[config.mk]
export PLATFORM = sky130hd
export DESIGN_NAME = device_window_remap_table
export DESIGN_NICKNAME = d
export VERILOG_FILES = /design/src/hdl/dwr_pkg.sv /design/src/hdl/dwr_ctrl.sv /design/src/hdl/dwr_datapath.sv /design/src/hdl/device_window_remap_table.sv
export SDC_FILE = /design/constraint.sdc
export NUM_CORES = 2
export LEC_CHECK = 0
export ABC_AREA = 1
export BUFFER_PORTS_ARGS = -buffer_cell sky130_fd_sc_hd__clkbuf_2
export CAP_MARGIN = 0
export CORE_MARGIN = 8
export CORE_UTILIZATION = 48
export CTS_CLUSTER_DIAMETER = 40
export DETAILED_ROUTE_END_ITERATION = 10
export GPL_TIMING_DRIVEN = 0
export REMOVE_ABC_BUFFERS = 1
export SLEW_MARGIN = 20
export SYNTH_ARGS = -nofsm -noshare
export SYNTH_HDL_FRONTEND = slang
export SYNTH_HIERARCHICAL = 1
export SYNTH_SLANG_ARGS = --single-unit
[constraint.sdc]
create_clock -name clk -period 9 [get_ports clk]
set_input_delay 0.9 -clock clk [delete_from_list [all_inputs] [get_ports clk]]
set_output_delay 0.9 -clock clk [all_outputs]
set_load 0.005 [all_outputs]
[src/hdl/dwr_pkg.sv]
// ----------------------------------------------------------------------------
// dwr_pkg
// shared sizes, result codes and controller/datapath interface types for the
// device window remap table
// ----------------------------------------------------------------------------
package dwr_pkg;

  localparam int TABLE_ENTRIES = 64;
  localparam int PAGE_LOG2     = 12;
  localparam int ADDR_W        = 32;
  localparam int SIZE_W        = 5;
  localparam int COUNT_W       = 12;
  localparam int STATUS_W      = 3;
  localparam int SLOT_W        = $clog2(TABLE_ENTRIES);
  localparam int IDX_W         = SLOT_W + 1;
  localparam int PN_W          = ADDR_W - PAGE_LOG2;
  localparam int ENTRY_W       = PN_W + COUNT_W;

  localparam logic [COUNT_W-1:0] COUNT_MAX = {COUNT_W{1'b1}};
  localparam logic [SIZE_W-1:0]  SIZE_MAX  = SIZE_W'(PAGE_LOG2);

  // request kinds
  localparam logic OP_MAP   = 1'b0;
  localparam logic OP_UNMAP = 1'b1;

  // result codes
  localparam logic [STATUS_W-1:0] STATUS_OK        = 3'd0;
  localparam logic [STATUS_W-1:0] STATUS_FULL      = 3'd1;
  localparam logic [STATUS_W-1:0] STATUS_NOT_FOUND = 3'd2;
  localparam logic [STATUS_W-1:0] STATUS_TOO_LARGE = 3'd3;
  localparam logic [STATUS_W-1:0] STATUS_OVERFLOW  = 3'd4;

  typedef struct packed {
    logic start;   // capture request, restart scan
    logic scan;    // step the table scan
    logic commit;  // write back and load result
  } dwr_cmd_t;

  typedef struct packed {
    logic too_large;  // size check on the incoming word
    logic scan_done;
  } dwr_sts_t;

endpackage

[src/hdl/dwr_ctrl.sv]
// ----------------------------------------------------------------------------
// dwr_ctrl
// request sequencer: accepts a word, runs the table scan (skipped for an
// oversized word), commits the result into the output register when it is free
// ----------------------------------------------------------------------------
module dwr_ctrl (
  input  logic              clk,
  input  logic              rst,
  input  logic              in_valid,
  output logic              in_stall,
  output logic              out_valid,
  input  logic              out_stall,
  input  dwr_pkg::dwr_sts_t sts,
  output dwr_pkg::dwr_cmd_t cmd
);

  localparam logic [1:0] ST_IDLE   = 2'd0;
  localparam logic [1:0] ST_SCAN   = 2'd1;
  localparam logic [1:0] ST_FINISH = 2'd2;

  logic [1:0] state;
  logic [1:0] state_next;
  logic       accept;

  assign in_stall   = (state != ST_IDLE);
  assign accept     = in_valid && !in_stall;
  assign cmd.start  = accept;
  assign cmd.scan   = (state == ST_SCAN);
  assign cmd.commit = (state == ST_FINISH) && (!out_valid || !out_stall);

  always_comb begin
    state_next = state;
    unique case (state)
      ST_IDLE: begin
        if (accept) begin
          // oversized requests skip the scan
          state_next = sts.too_large ? ST_FINISH : ST_SCAN;
        end
      end
      ST_SCAN: begin
        if (sts.scan_done) begin
          state_next = ST_FINISH;
        end
      end
      ST_FINISH: begin
        if (cmd.commit) begin
          state_next = ST_IDLE;
        end
      end
      default: state_next = ST_IDLE;
    endcase
  end

  always_ff @(posedge clk) begin
    if (rst) begin
      state     <= ST_IDLE;
      out_valid <= 1'b0;
    end else begin
      state <= state_next;
      if (cmd.commit) begin
        out_valid <= 1'b1;
      end else if (!out_stall) begin
        out_valid <= 1'b0;
      end
    end
  end

  a_commit_free: assert property (@(posedge clk) disable iff (rst)
    cmd.commit |-> !(out_valid && out_stall))
    else $error("result committed over a held word");

  a_accept_busy: assert property (@(posedge clk) disable iff (rst)
    accept |=> in_stall)
    else $error("not busy after accepting a word");

  a_commit_valid: assert property (@(posedge clk) disable iff (rst)
    cmd.commit |=> out_valid)
    else $error("committed result not presented");

  a_valid_source: assert property (@(posedge clk) disable iff (rst)
    $rose(out_valid) |-> $past(cmd.commit))
    else $error("result word appeared without a commit");

endmodule

[src/hdl/dwr_datapath.sv]
// ----------------------------------------------------------------------------
// dwr_datapath
// request registers, entry memory with live bits, scan logic, result
// computation and the output register
// ----------------------------------------------------------------------------
module dwr_datapath (
  input  logic                              clk,
  input  logic                              rst,
  input  dwr_pkg::dwr_cmd_t                 cmd,
  output dwr_pkg::dwr_sts_t                 sts,
  input  logic                              cfg_valid,
  output logic                              cfg_ready,
  input  logic [dwr_pkg::ADDR_W-1:0]        cfg_data,
  input  logic                              op,
  input  logic [dwr_pkg::ADDR_W-1:0]        dev_addr,
  input  logic [dwr_pkg::SIZE_W-1:0]        size_log2,
  input  logic                              keep_reference,
  output logic [dwr_pkg::STATUS_W-1:0]      status,
  output logic [dwr_pkg::SLOT_W-1:0]        slot_index,
  output logic [dwr_pkg::ADDR_W-1:0]        win_addr,
  output logic                              flushed,
  output logic [dwr_pkg::COUNT_W-1:0]       ref_count
);

  localparam int SLOT_W  = dwr_pkg::SLOT_W;
  localparam int IDX_W   = dwr_pkg::IDX_W;
  localparam int PN_W    = dwr_pkg::PN_W;
  localparam int COUNT_W = dwr_pkg::COUNT_W;
  localparam int PAGE_W  = dwr_pkg::PAGE_LOG2;
  localparam int ADDR_W  = dwr_pkg::ADDR_W;
  localparam int PAD_W   = ADDR_W - SLOT_W - PAGE_W;
  localparam logic [IDX_W-1:0] SCAN_END = IDX_W'(dwr_pkg::TABLE_ENTRIES);

  logic [ADDR_W-1:0] window_base;

  // entry: page number over count
  logic [dwr_pkg::ENTRY_W-1:0]         mem [dwr_pkg::TABLE_ENTRIES];
  logic [dwr_pkg::TABLE_ENTRIES-1:0]   live;

  // captured request
  logic              req_op;
  logic              req_keep;
  logic              req_big;
  logic [PN_W-1:0]   req_pn;
  logic [PAGE_W-1:0] req_off;

  // scan
  logic [IDX_W-1:0]            idx;
  logic                        rd_valid;
  logic [dwr_pkg::ENTRY_W-1:0] rd_entry;
  logic                        rd_live;
  logic [SLOT_W-1:0]           rd_slot;
  logic                        hit;
  logic [SLOT_W-1:0]           hit_slot;
  logic [COUNT_W-1:0]          hit_count;
  logic                        free_found;
  logic [SLOT_W-1:0]           free_slot;

  // result
  logic [SLOT_W-1:0]   res_slot;
  logic [COUNT_W-1:0]  cur_count;
  logic [COUNT_W-1:0]  new_count;
  logic [PAGE_W-1:0]   add_off;
  logic [ADDR_W-1:0]   slot_addr;
  logic                wr_en;
  logic                wr_live;
  logic [dwr_pkg::STATUS_W-1:0] res_status;
  logic [SLOT_W-1:0]   res_index;
  logic                res_addr_en;
  logic                res_flushed;
  logic [COUNT_W-1:0]  res_count;

  assign cfg_ready     = 1'b1;
  assign sts.too_large = (size_log2 > dwr_pkg::SIZE_MAX);
  assign sts.scan_done = (idx == SCAN_END) && !rd_valid;

  always_ff @(posedge clk) begin
    if (rst) begin
      window_base <= '0;
    end else if (cfg_valid && cfg_ready) begin
      window_base <= cfg_data;
    end
  end

  always_ff @(posedge clk) begin
    if (cmd.start) begin
      req_op   <= op;
      req_keep <= keep_reference;
      req_big  <= sts.too_large;
      req_pn   <= dev_addr[ADDR_W-1:PAGE_W];
      req_off  <= dev_addr[PAGE_W-1:0];
    end
  end

  // memory read, one entry per scan cycle
  always_ff @(posedge clk) begin
    if (cmd.scan) begin
      rd_entry <= mem[idx[SLOT_W-1:0]];
      rd_live  <= live[idx[SLOT_W-1:0]];
      rd_slot  <= idx[SLOT_W-1:0];
    end
  end

  always_ff @(posedge clk) begin
    if (wr_en) begin
      mem[res_slot] <= {req_pn, new_count};
    end
  end

  always_ff @(posedge clk) begin
    if (rst) begin
      live <= '0;
    end else if (wr_en) begin
      live[res_slot] <= wr_live;
    end
  end

  always_ff @(posedge clk) begin
    if (rst) begin
      idx        <= '0;
      rd_valid   <= 1'b0;
      hit        <= 1'b0;
      free_found <= 1'b0;
    end else if (cmd.start) begin
      idx        <= '0;
      rd_valid   <= 1'b0;
      hit        <= 1'b0;
      free_found <= 1'b0;
    end else if (cmd.scan) begin
      if (idx != SCAN_END) begin
        idx <= idx + IDX_W'(1);
      end
      rd_valid <= (idx != SCAN_END);
      if (rd_valid) begin
        // first live match and first free slot, lowest index wins
        if (rd_live && !hit && (rd_entry[dwr_pkg::ENTRY_W-1:COUNT_W] == req_pn)) begin
          hit <= 1'b1;
        end
        if (!rd_live && !free_found) begin
          free_found <= 1'b1;
        end
      end
    end
  end

  always_ff @(posedge clk) begin
    if (cmd.scan && rd_valid) begin
      if (rd_live && !hit && (rd_entry[dwr_pkg::ENTRY_W-1:COUNT_W] == req_pn)) begin
        hit_slot  <= rd_slot;
        hit_count <= rd_entry[COUNT_W-1:0];
      end
      if (!rd_live && !free_found) begin
        free_slot <= rd_slot;
      end
    end
  end

  assign res_slot  = hit ? hit_slot : free_slot;
  assign cur_count = hit ? hit_count : '0;
  assign slot_addr = window_base + {{PAD_W{1'b0}}, res_slot, add_off};

  always_comb begin
    res_status  = dwr_pkg::STATUS_OK;
    res_index   = '0;
    res_addr_en = 1'b0;
    res_flushed = 1'b0;
    res_count   = '0;
    add_off     = req_off;
    new_count   = cur_count + COUNT_W'(1);
    wr_en       = 1'b0;
    wr_live     = 1'b1;
    if (req_big) begin
      res_status = dwr_pkg::STATUS_TOO_LARGE;
    end else if (req_op == dwr_pkg::OP_MAP) begin
      if (!hit && !free_found) begin
        res_status = dwr_pkg::STATUS_FULL;
      end else if (cur_count == dwr_pkg::COUNT_MAX) begin
        res_status = dwr_pkg::STATUS_OVERFLOW;
        res_index  = res_slot;
        res_count  = dwr_pkg::COUNT_MAX;
      end else begin
        res_index   = res_slot;
        res_count   = new_count;
        res_addr_en = 1'b1;
        wr_en       = cmd.commit;
      end
    end else begin
      new_count = cur_count - COUNT_W'(1);
      if (!hit) begin
        res_status = dwr_pkg::STATUS_NOT_FOUND;
      end else if (req_keep) begin
        res_index   = res_slot;
        res_count   = cur_count;
        res_addr_en = 1'b1;
        add_off     = '0;
      end else begin
        res_index   = res_slot;
        res_count   = new_count;
        res_addr_en = 1'b1;
        wr_en       = cmd.commit;
        wr_live     = (new_count != '0);
        if (new_count == '0) begin
          res_flushed = 1'b1;
          add_off     = '0;
        end
      end
    end
  end

  always_ff @(posedge clk) begin
    if (cmd.commit) begin
      status     <= res_status;
      slot_index <= res_index;
      win_addr   <= res_addr_en ? slot_addr : '0;
      flushed    <= res_flushed;
      ref_count  <= res_count;
    end
  end

  a_write_commit: assert property (@(posedge clk) disable iff (rst)
    wr_en |-> cmd.commit && !req_big)
    else $error("table written outside a commit");

  a_scan_bound: assert property (@(posedge clk) disable iff (rst)
    idx <= SCAN_END)
    else $error("scan index past table end");

  a_flush_frees: assert property (@(posedge clk) disable iff (rst)
    (wr_en && res_flushed) |=> !live[$past(res_slot)])
    else $error("flushed entry still live");

endmodule

[src/hdl/device_window_remap_table.sv]
// ----------------------------------------------------------------------------
// device_window_remap_table
// reference-counted table mapping device pages into a fixed address window
// ----------------------------------------------------------------------------
// a request word (op, dev_addr, size_log2, keep_reference) is taken on the
// input channel when in_valid is high and in_stall is low; one result word
// (status, slot_index, win_addr, flushed, ref_count) follows on the output
// channel, held until out_stall is low while out_valid is high.
// the window base is written through cfg_valid/cfg_ready/cfg_data, always
// ready, and should only change while no request is in flight.
// each request scans all 64 table entries through the single read port of
// the entry memory, one entry per cycle; after the read stage and the final
// step the result word is committed to the output register, and the next
// word can be taken in the same cycle as that result word is presented.
// an oversized request skips the scan and goes straight to the final step,
// and the next word can follow once its result is committed.
// one request is worked on at a time.
// a stalled receiver keeps its result word stable; if it still holds that
// word when the next scan ends, the block waits in its final step until the
// output register frees up.
// reset clears the window base and every live bit, so all entries are free;
// no clearing pass is needed and the block accepts a word right after reset.
// ----------------------------------------------------------------------------
module device_window_remap_table (
  input  logic                         clk,
  input  logic                         rst,
  input  logic                         in_valid,
  output logic                         in_stall,
  input  logic                         op,
  input  logic [dwr_pkg::ADDR_W-1:0]   dev_addr,
  input  logic [dwr_pkg::SIZE_W-1:0]   size_log2,
  input  logic                         keep_reference,
  output logic                         out_valid,
  input  logic                         out_stall,
  output logic [dwr_pkg::STATUS_W-1:0] status,
  output logic [dwr_pkg::SLOT_W-1:0]   slot_index,
  output logic [dwr_pkg::ADDR_W-1:0]   win_addr,
  output logic                         flushed,
  output logic [dwr_pkg::COUNT_W-1:0]  ref_count,
  input  logic                         cfg_valid,
  output logic                         cfg_ready,
  input  logic [dwr_pkg::ADDR_W-1:0]   cfg_data
);

  dwr_pkg::dwr_cmd_t cmd;
  dwr_pkg::dwr_sts_t sts;

  dwr_ctrl u_ctrl (
    .clk       (clk),
    .rst       (rst),
    .in_valid  (in_valid),
    .in_stall  (in_stall),
    .out_valid (out_valid),
    .out_stall (out_stall),
    .sts       (sts),
    .cmd       (cmd)
  );

  dwr_datapath u_datapath (
    .clk            (clk),
    .rst            (rst),
    .cmd            (cmd),
    .sts            (sts),
    .cfg_valid      (cfg_valid),
    .cfg_ready      (cfg_ready),
    .cfg_data       (cfg_data),
    .op             (op),
    .dev_addr       (dev_addr),
    .size_log2      (size_log2),
    .keep_reference (keep_reference),
    .status         (status),
    .slot_index     (slot_index),
    .win_addr       (win_addr),
    .flushed        (flushed),
    .ref_count      (ref_count)
  );

endmodule
# Yosys cells after proc, flatten, opt, wreduce, memory -nomap -nowiden
# Memory sizes are Yosys's and may differ from the RTL's. A register that Yosys moved wholly into a read port is not among the register bits.
# Index checks and enable logic that the tools add are counted.
totals:
  memories: 1
  mem_bits_rw: 2048
  output_inout_bits: 57
  ff_bits: 229
  in_bits: 76
  wordCells: 124
memory_table:
  columns: ["memory", "depth", "word_bits", "rd", "rd_ports_with_merged_regs", "wr", "line", "rtl"]
  rows:
  - ["u_datapath.mem", 64, 32, 1, 1, 1, "dwr_datapath.sv:37", "logic [dwr_pkg::ENTRY_W-1:0] mem [dwr_pkg::TABLE_ENTRIES];"]
classes:
  reduce_logical: 29
  eq_ne: 10
  add_sub_neg: 4
  bitwise_logic: 2
  magnitude_cmp: 4
  muxes: 51
op_table:
  columns: ["op", "n"]
  rows:
  - ["$mux W12", 13]
  - ["$bwmux W64", 1]
  - ["$add A32 B18 Y32", 1]
  - ["$mux W6", 4]
  - ["$mux W1", 22]
  - ["$eq A20 B20 Y1", 1]
  - ["$lt A6 B7 Y1 const B", 2]
  - ["$add A12 B1 Y12 const B", 1]
  - ["$eq A12 B12 Y1 const B", 1]
  - ["$logic_not A12 Y1", 1]
  - ["$reduce_bool A12 Y1", 1]
  - ["$sub A12 B1 Y12 const B", 1]
  - ["$mux W2", 5]
  - ["$logic_and A1 B1 Y1", 9]
  - ["$mux W3", 3]
  - ["$reduce_and A3 Y1", 3]
  - ["$add A7 B1 Y7 const B", 1]
  - ["$eq A7 B7 Y1 const B", 1]
  - ["$logic_not A1 Y1", 7]
  - ["$ne A7 B7 Y1 const B", 1]
  - ["$bmux W1 S6", 1]
  - ["$demux W1 S6", 1]
  - ["$ge A6 B1 Y1 const B", 1]
  - ["$ne A2 B1 Y1 const B", 3]
  - ["other kinds (12)", 15]

# Logic depth before layout (Yosys ltp)
depth:
  depth_word: 9
  mapped_depth: 29
  mapped_depth_nobuf: 28

# Modules after synthesis
# The synthesis kept the hierarchy.
modules_own_cells:
  columns: ["module", "cells_per_inst", "n_inst", "area_each_um2"]
  rows:
  - ["dwr_datapath", 7735, 1, 93957.6]
  - ["dwr_ctrl", 28, 1, 180.2]

# Least setup slack after synthesis
# OpenSTA, ideal clock, no wires.
synth_path:
  path_kind: "input to register"
  start: "input out_stall"
  end: "register u_datapath/live[10] (netlist name)"
  path_slack_ns: 2.919
  arrival_time_ns: 5.969
  path_stages: 9
  n_path_buf: 1
  cell_sequence: "a21oi_1 > inv_1 > nor2_1 > nand2_2 > buf_4 > nor2_1 > nand4_1 > nand2_1 > inv_1"
synth_via:
  elab_chain_cells: 7
  elab_cells_between_ends: 9
  classes_between: "mux (6); reduce/logical (3)"
synth_rtl:
  columns: ["element", "line", "rtl"]
  rows:
  - ["start: declaration", "device_window_remap_table.sv:34", "input logic out_stall,"]
  - ["$logic_not A1 Y1 (*)", "dwr_ctrl.sv:29", "assign cmd.commit = (state == ST_FINISH) && (!out_valid || !out_stall);"]
  - ["$logic_or A1 B1 Y1 (*)", "dwr_ctrl.sv:29", null]
  - ["$logic_and A1 B1 Y1 (*)", "dwr_ctrl.sv:29", null]
  - ["$mux W1, on equally long branches", "dwr_datapath.sv:177, dwr_datapath.sv:191", null]
  - ["$mux W1, on equally long branches", "dwr_datapath.sv:175, dwr_datapath.sv:189", null]
  - ["$mux W1 (*)", "dwr_datapath.sv:174", "end else if (req_op == dwr_pkg::OP_MAP) begin"]
  - ["$mux W1 (*)", "dwr_datapath.sv:172", "if (req_big) begin"]
  - ["end signal: indexed assignment", "dwr_datapath.sv:114", "live[res_slot] <= wr_live;"]
  - ["end: declaration", "dwr_datapath.sv:38", "logic [dwr_pkg::TABLE_ENTRIES-1:0] live;"]
# Mark *: on every way between the ends. The rest lies on a longest branch, timed or not.
# A chain may end at the register's enable or synchronous reset.

# Worst setup path in the final report
layout_path:
  start: "register u_datapath.hit"
  end: "register u_datapath/win_addr[16] (netlist name) (data pin)"
layout_via:
  elab_chain_cells: 9
  elab_cells_between_ends: 18
  classes_between: "add/sub (2); eq/ne (1); mux (12); reduce/logical (3)"
layout_rtl:
  columns: ["element", "line", "rtl"]
  rows:
  - ["start: declaration", "dwr_datapath.sv:53", "logic hit;"]
  - ["start signal: assignment", "dwr_datapath.sv:122", "hit <= 1'b0;"]
  - ["start signal: assignment", "dwr_datapath.sv:127", "hit <= 1'b0;"]
  - ["start signal: assignment", "dwr_datapath.sv:137", "hit <= 1'b1;"]
  - ["$mux W12", "dwr_datapath.sv:159", "assign cur_count = hit ? hit_count : '0;"]
  - ["$sub A12 B1 Y12", "dwr_datapath.sv:188", "new_count = cur_count - COUNT_W'(1);"]
  - ["$logic_not A12 Y1", "dwr_datapath.sv:202", "if (new_count == '0) begin"]
  - ["$mux W12", "dwr_datapath.sv:202", null]
  - ["$mux W12", "dwr_datapath.sv:191", "end else if (req_keep) begin"]
  - ["$mux W12", "dwr_datapath.sv:189", "if (!hit) begin"]
  - ["$mux W12", "dwr_datapath.sv:174", null]
  - ["$mux W12", "dwr_datapath.sv:172", null]
  - ["$add A32 B18 Y32", "dwr_datapath.sv:160", "assign slot_addr = window_base + {{PAD_W{1'b0}}, res_slot, add_off};"]
  - ["end signal: assignment", "dwr_datapath.sv:214", "win_addr <= res_addr_en ? slot_addr : '0;"]
  - ["end: declaration", "dwr_datapath.sv:20", "output logic [dwr_pkg::ADDR_W-1:0] win_addr,"]
# Parallel ways exist; a longest one is shown, timed or not.

==> impl_metrics.env <==
export IMPL_portBuffers=131
export IMPL_syn_area_per_cell_um2=12.1
export IMPL_pwr_share_comb=0.050
export IMPL_utilization=0.584
export IMPL_grt_pass1_wl_um=417000
export IMPL_startpoint_type="flip-flop"
export IMPL_drc=0
export IMPL_cts_setup_buffers=0
export IMPL_switchingPower_mw=5.65
export IMPL_hold_violations=0
export IMPL_clkLatencyLatePin_ns=0.95
export IMPL_setup_ws_ns=3.25
export IMPL_track_usage=0.264
export IMPL_dpl_hpwl_um=179000
export IMPL_relSlewSlack=0.268
export IMPL_finClkSkew_ns=0.0540
export IMPL_antenna_found_initial=9
export IMPL_multi_input_area_um2=23000
export IMPL_hold_path_class="in -> reg"
export IMPL_yosysMostFrequentCell="edfxtp_1"
export IMPL_synth_distinct_cells=51
export IMPL_criticalPathCategory="reg -> reg"
export IMPL_nFillCells=15274
export IMPL_syn_inst=7763
export IMPL_hold_buffers=0
export IMPL_dp_cells=10287
export IMPL_cap_violations=0
export IMPL_setup_violations=0
export IMPL_ys_warnings_count=6
export IMPL_rsz0062_at_grt="false"
export IMPL_layout_min_cycle_time_ns=5.75
export IMPL_drt_iter0_markers=7971
export IMPL_fin_nets=8089
export IMPL_synth_edff_count=2200
export IMPL_routedWlPerCell_um=26.5
export IMPL_required_ns=9.72
export IMPL_p_seq_frac=0.464
export IMPL_avgViaCountPerCell=5.98
export IMPL_grt_max_degree=132
export IMPL_cts_resized=0
export IMPL_fmax_mhz=174
export IMPL_ys_top_cells_by_area="edfxtp_1, o21ai_0, nor2_1"
export IMPL_synth_top_area_share=0.702
export IMPL_areaGrowthSynthToFinish_pct=21.0
export IMPL_status="finished, final reports clean"
export IMPL_p_int_mw=20.1
export IMPL_cp_end_kind="flip-flop"
export IMPL_grt_pass1_vias=61495
export IMPL_powerDensity_nw_per_um2=226
export IMPL_ys_ff_latch=2309
export IMPL_clock_sinks=2309
export IMPL_maxSlewViolCount=0
export IMPL_gr_total_overflow=0
export IMPL_fp_dieH_um=459
export IMPL_start_util=0.483
export IMPL_drtPass1Iterations=6
export IMPL_ys_async_sr_fraction=0
export IMPL_vias=64957
export IMPL_tightest_slew_ns=1.10
export IMPL_die_width_um=459
export IMPL_path_clk_slew_ns=0.06
export IMPL_rows=162
export IMPL_globalplace_congestion=0.858
export IMPL_power_share_switching=0.220
export IMPL_clockBufferDepth=4
export IMPL_cts_buffers=324
export IMPL_clockPowerShare=0.486
export IMPL_htreeDepth=5
export IMPL_critPathArrivalTime_ns=6.47
export IMPL_cp_max_fo=70
export IMPL_syn_area_um2=94100
export IMPL_dieArea_um2=211000
export IMPL_wl_um=288000
export IMPL_root_buffer="clkbuf_16"
export IMPL_cts_tree="yes"
export IMPL_detail_route_antenna_nets=0
export IMPL_place_ws_ns=2.85
export IMPL_post_route_period_util=0.639
export IMPL_drive_gt1_frac=0.133
export IMPL_yosysSeqAreaShare=0.725
export IMPL_coreArea_um2=195000
export IMPL_synth_ff_type="edfxtp_1"
export IMPL_ys_top_cells_by_count="edfxtp_1, nor2_1, o21ai_0, nand2_1, clkbuf_1"
export IMPL_synth_area_leader_cell="edfxtp_1"
export IMPL_leakagePower_nw=38.6
export IMPL_ioPinCount=133
export IMPL_p_total_mw=25.7
export IMPL_vdd_drop_max_v=0.000209
export IMPL_stdcell_count=10854
export IMPL_register_area_um2=68300
-- state kept, by name, indices dropped and copies added, names as in the netlist, 2 cells and up --
register	count
u_datapath/window_base	32
u_datapath/req_pn	20
u_datapath/rd_slot	6
u_datapath/hit_slot	6
u_datapath/ref_count	12
u_datapath/status	3
u_datapath/free_slot	6
u_datapath/win_addr	32
u_datapath/mem	2048
u_datapath/hit_count	12
u_ctrl/state	2
u_datapath/live	64
u_datapath/rd_entry	32
u_datapath/idx	7
u_datapath/req_off	12
u_datapath/slot_index	6
-- cell usage in the layout, fill, tap and decap left out, types with 15 or more instances in the layout --
cell	instances
buf_12	71
nand2_1	669
ha_1	23
edfxtp_1	2200
inv_1	269
o22ai_1	299
clkinv_2	40
xor2_1	24
clkbuf_2	130
nand4_1	161
a21oi_1	240
buf_16	168
nor2_1	1354
bufinv_16	34
inv_6	32
dfxtp_1	103
nor2_4	90
clkbuf_16	332
or2_2	15
nand2_2	15
clkbuf_1	36
nand3_1	251
clkinv_1	30
clkinv_4	29
buf_8	57
o221ai_1	46
clkinvlp_4	29
o21ai_0	1217
o211ai_1	157
-- critical path, stage by stage (launching register included) --
cell and delay, ns:
dfxtp_2 0.75, nand2_4 0.61, ha_1 0.44, nand2_1 0.16
nor2_4 0.07, nand2_1 0.10, nor2_1 0.06, xor2_1 0.33
nor2_4 0.16, nand2_1 0.11, nand2_2 0.19, a21oi_1 0.23
ha_1 0.21, inv_1 0.07, fa_1 0.38, inv_1 0.08
nand2_1 0.07, a21oi_1 0.41, a21oi_1 0.18, o21ai_0 0.40
a21oi_1 0.16, nand2_1 0.09, nand2_1 0.04, nor2_1 0.22
-- layout make-up --
| type | instances | area share |
|---|---|---|
| sequential | 2309 | 0.599 |
| multi-input combinational | 4640 | 0.202 |
| clock buffer | 370 | 0.0744 |
| timing repair buffer | 427 | 0.0664 |
| tap | 2624 | 0.0288 |
| clock inverter | 196 | 0.0189 |
| inverter | 287 | 0.00996 |
| antenna | 1 | 0.0000220 |
-- kinds of logic after synthesis --
group,after synthesis,share of synthesized area
multiplexers,1,0.000106
adder cells (fa/ha/maj),24,0.00327
XOR/XNOR,36,0.00335
AND/OR/NAND/NOR,2585,0.114
AO/OA/AOI/OAI,1993,0.117
buffers and inverters,814,0.0378
other,1,0.0000398
flip-flops,2309,0.725
-- routing by layer --
metal / global-route usage / routed length, um / share of wire / vias to the layer above
li1: - / - / - / 28780
met1: 0.363 / 116000 / 0.40 / 32232
met2: 0.409 / 130000 / 0.45 / 3276
met3: 0.0517 / 26800 / 0.093 / 663
met4: 0.123 / 14500 / 0.050 / 6
met5: 0 / 34 / 0.00012 / -
-- through the flow --
| stage | TNS (ns) | hold slack (ns) | cell area (um2) |
|---|---|---|---|
| 6_report | 0 | 0.152 | 114000 |
| 5_1_grt | 0 | 0.106 | 114000 |
| 4_1_cts | 0 | 0.0848 | 114000 |
| 3_5_place_dp | 0 | 0.409 | 103000 |
| 3_3_place_gp | - | 0.407 | 95600 |
| 2_1_floorplan | -2145.29 | 0.400 | 91700 |
-- power by group through the flow --
stage | combinational (mW) | clock, mW | sequential [mW]
6_report | 1.27 | 12.5 | 11.9
5_1_grt | 1.37 | 13.1 | 11.9
4_1_cts | 1.26 | 12.7 | 11.9
3_5_place_dp | 1.26 | 0 | 12.2
3_3_place_gp | 0.968 | 0 | 12.5
2_1_floorplan | 0.595 | 0 | 12.3
-- path summary, 6_finish.rpt --
path                            slack (ns)  cells after the start                       to              startpoint
worst min register to register        0.42                      0  u_datapath/hit_count[0]  u_datapath/rd_entry[0]
worst max register to register        3.25                     23  u_datapath/win_addr[16]          u_datapath/hit
worst min-delay path                  0.15                      1     u_datapath/req_pn[6]            dev_addr[18]
worst max-delay path                  3.25                     23  u_datapath/win_addr[16]          u_datapath/hit
Note: power is estimated with default switching activity, not from simulation.
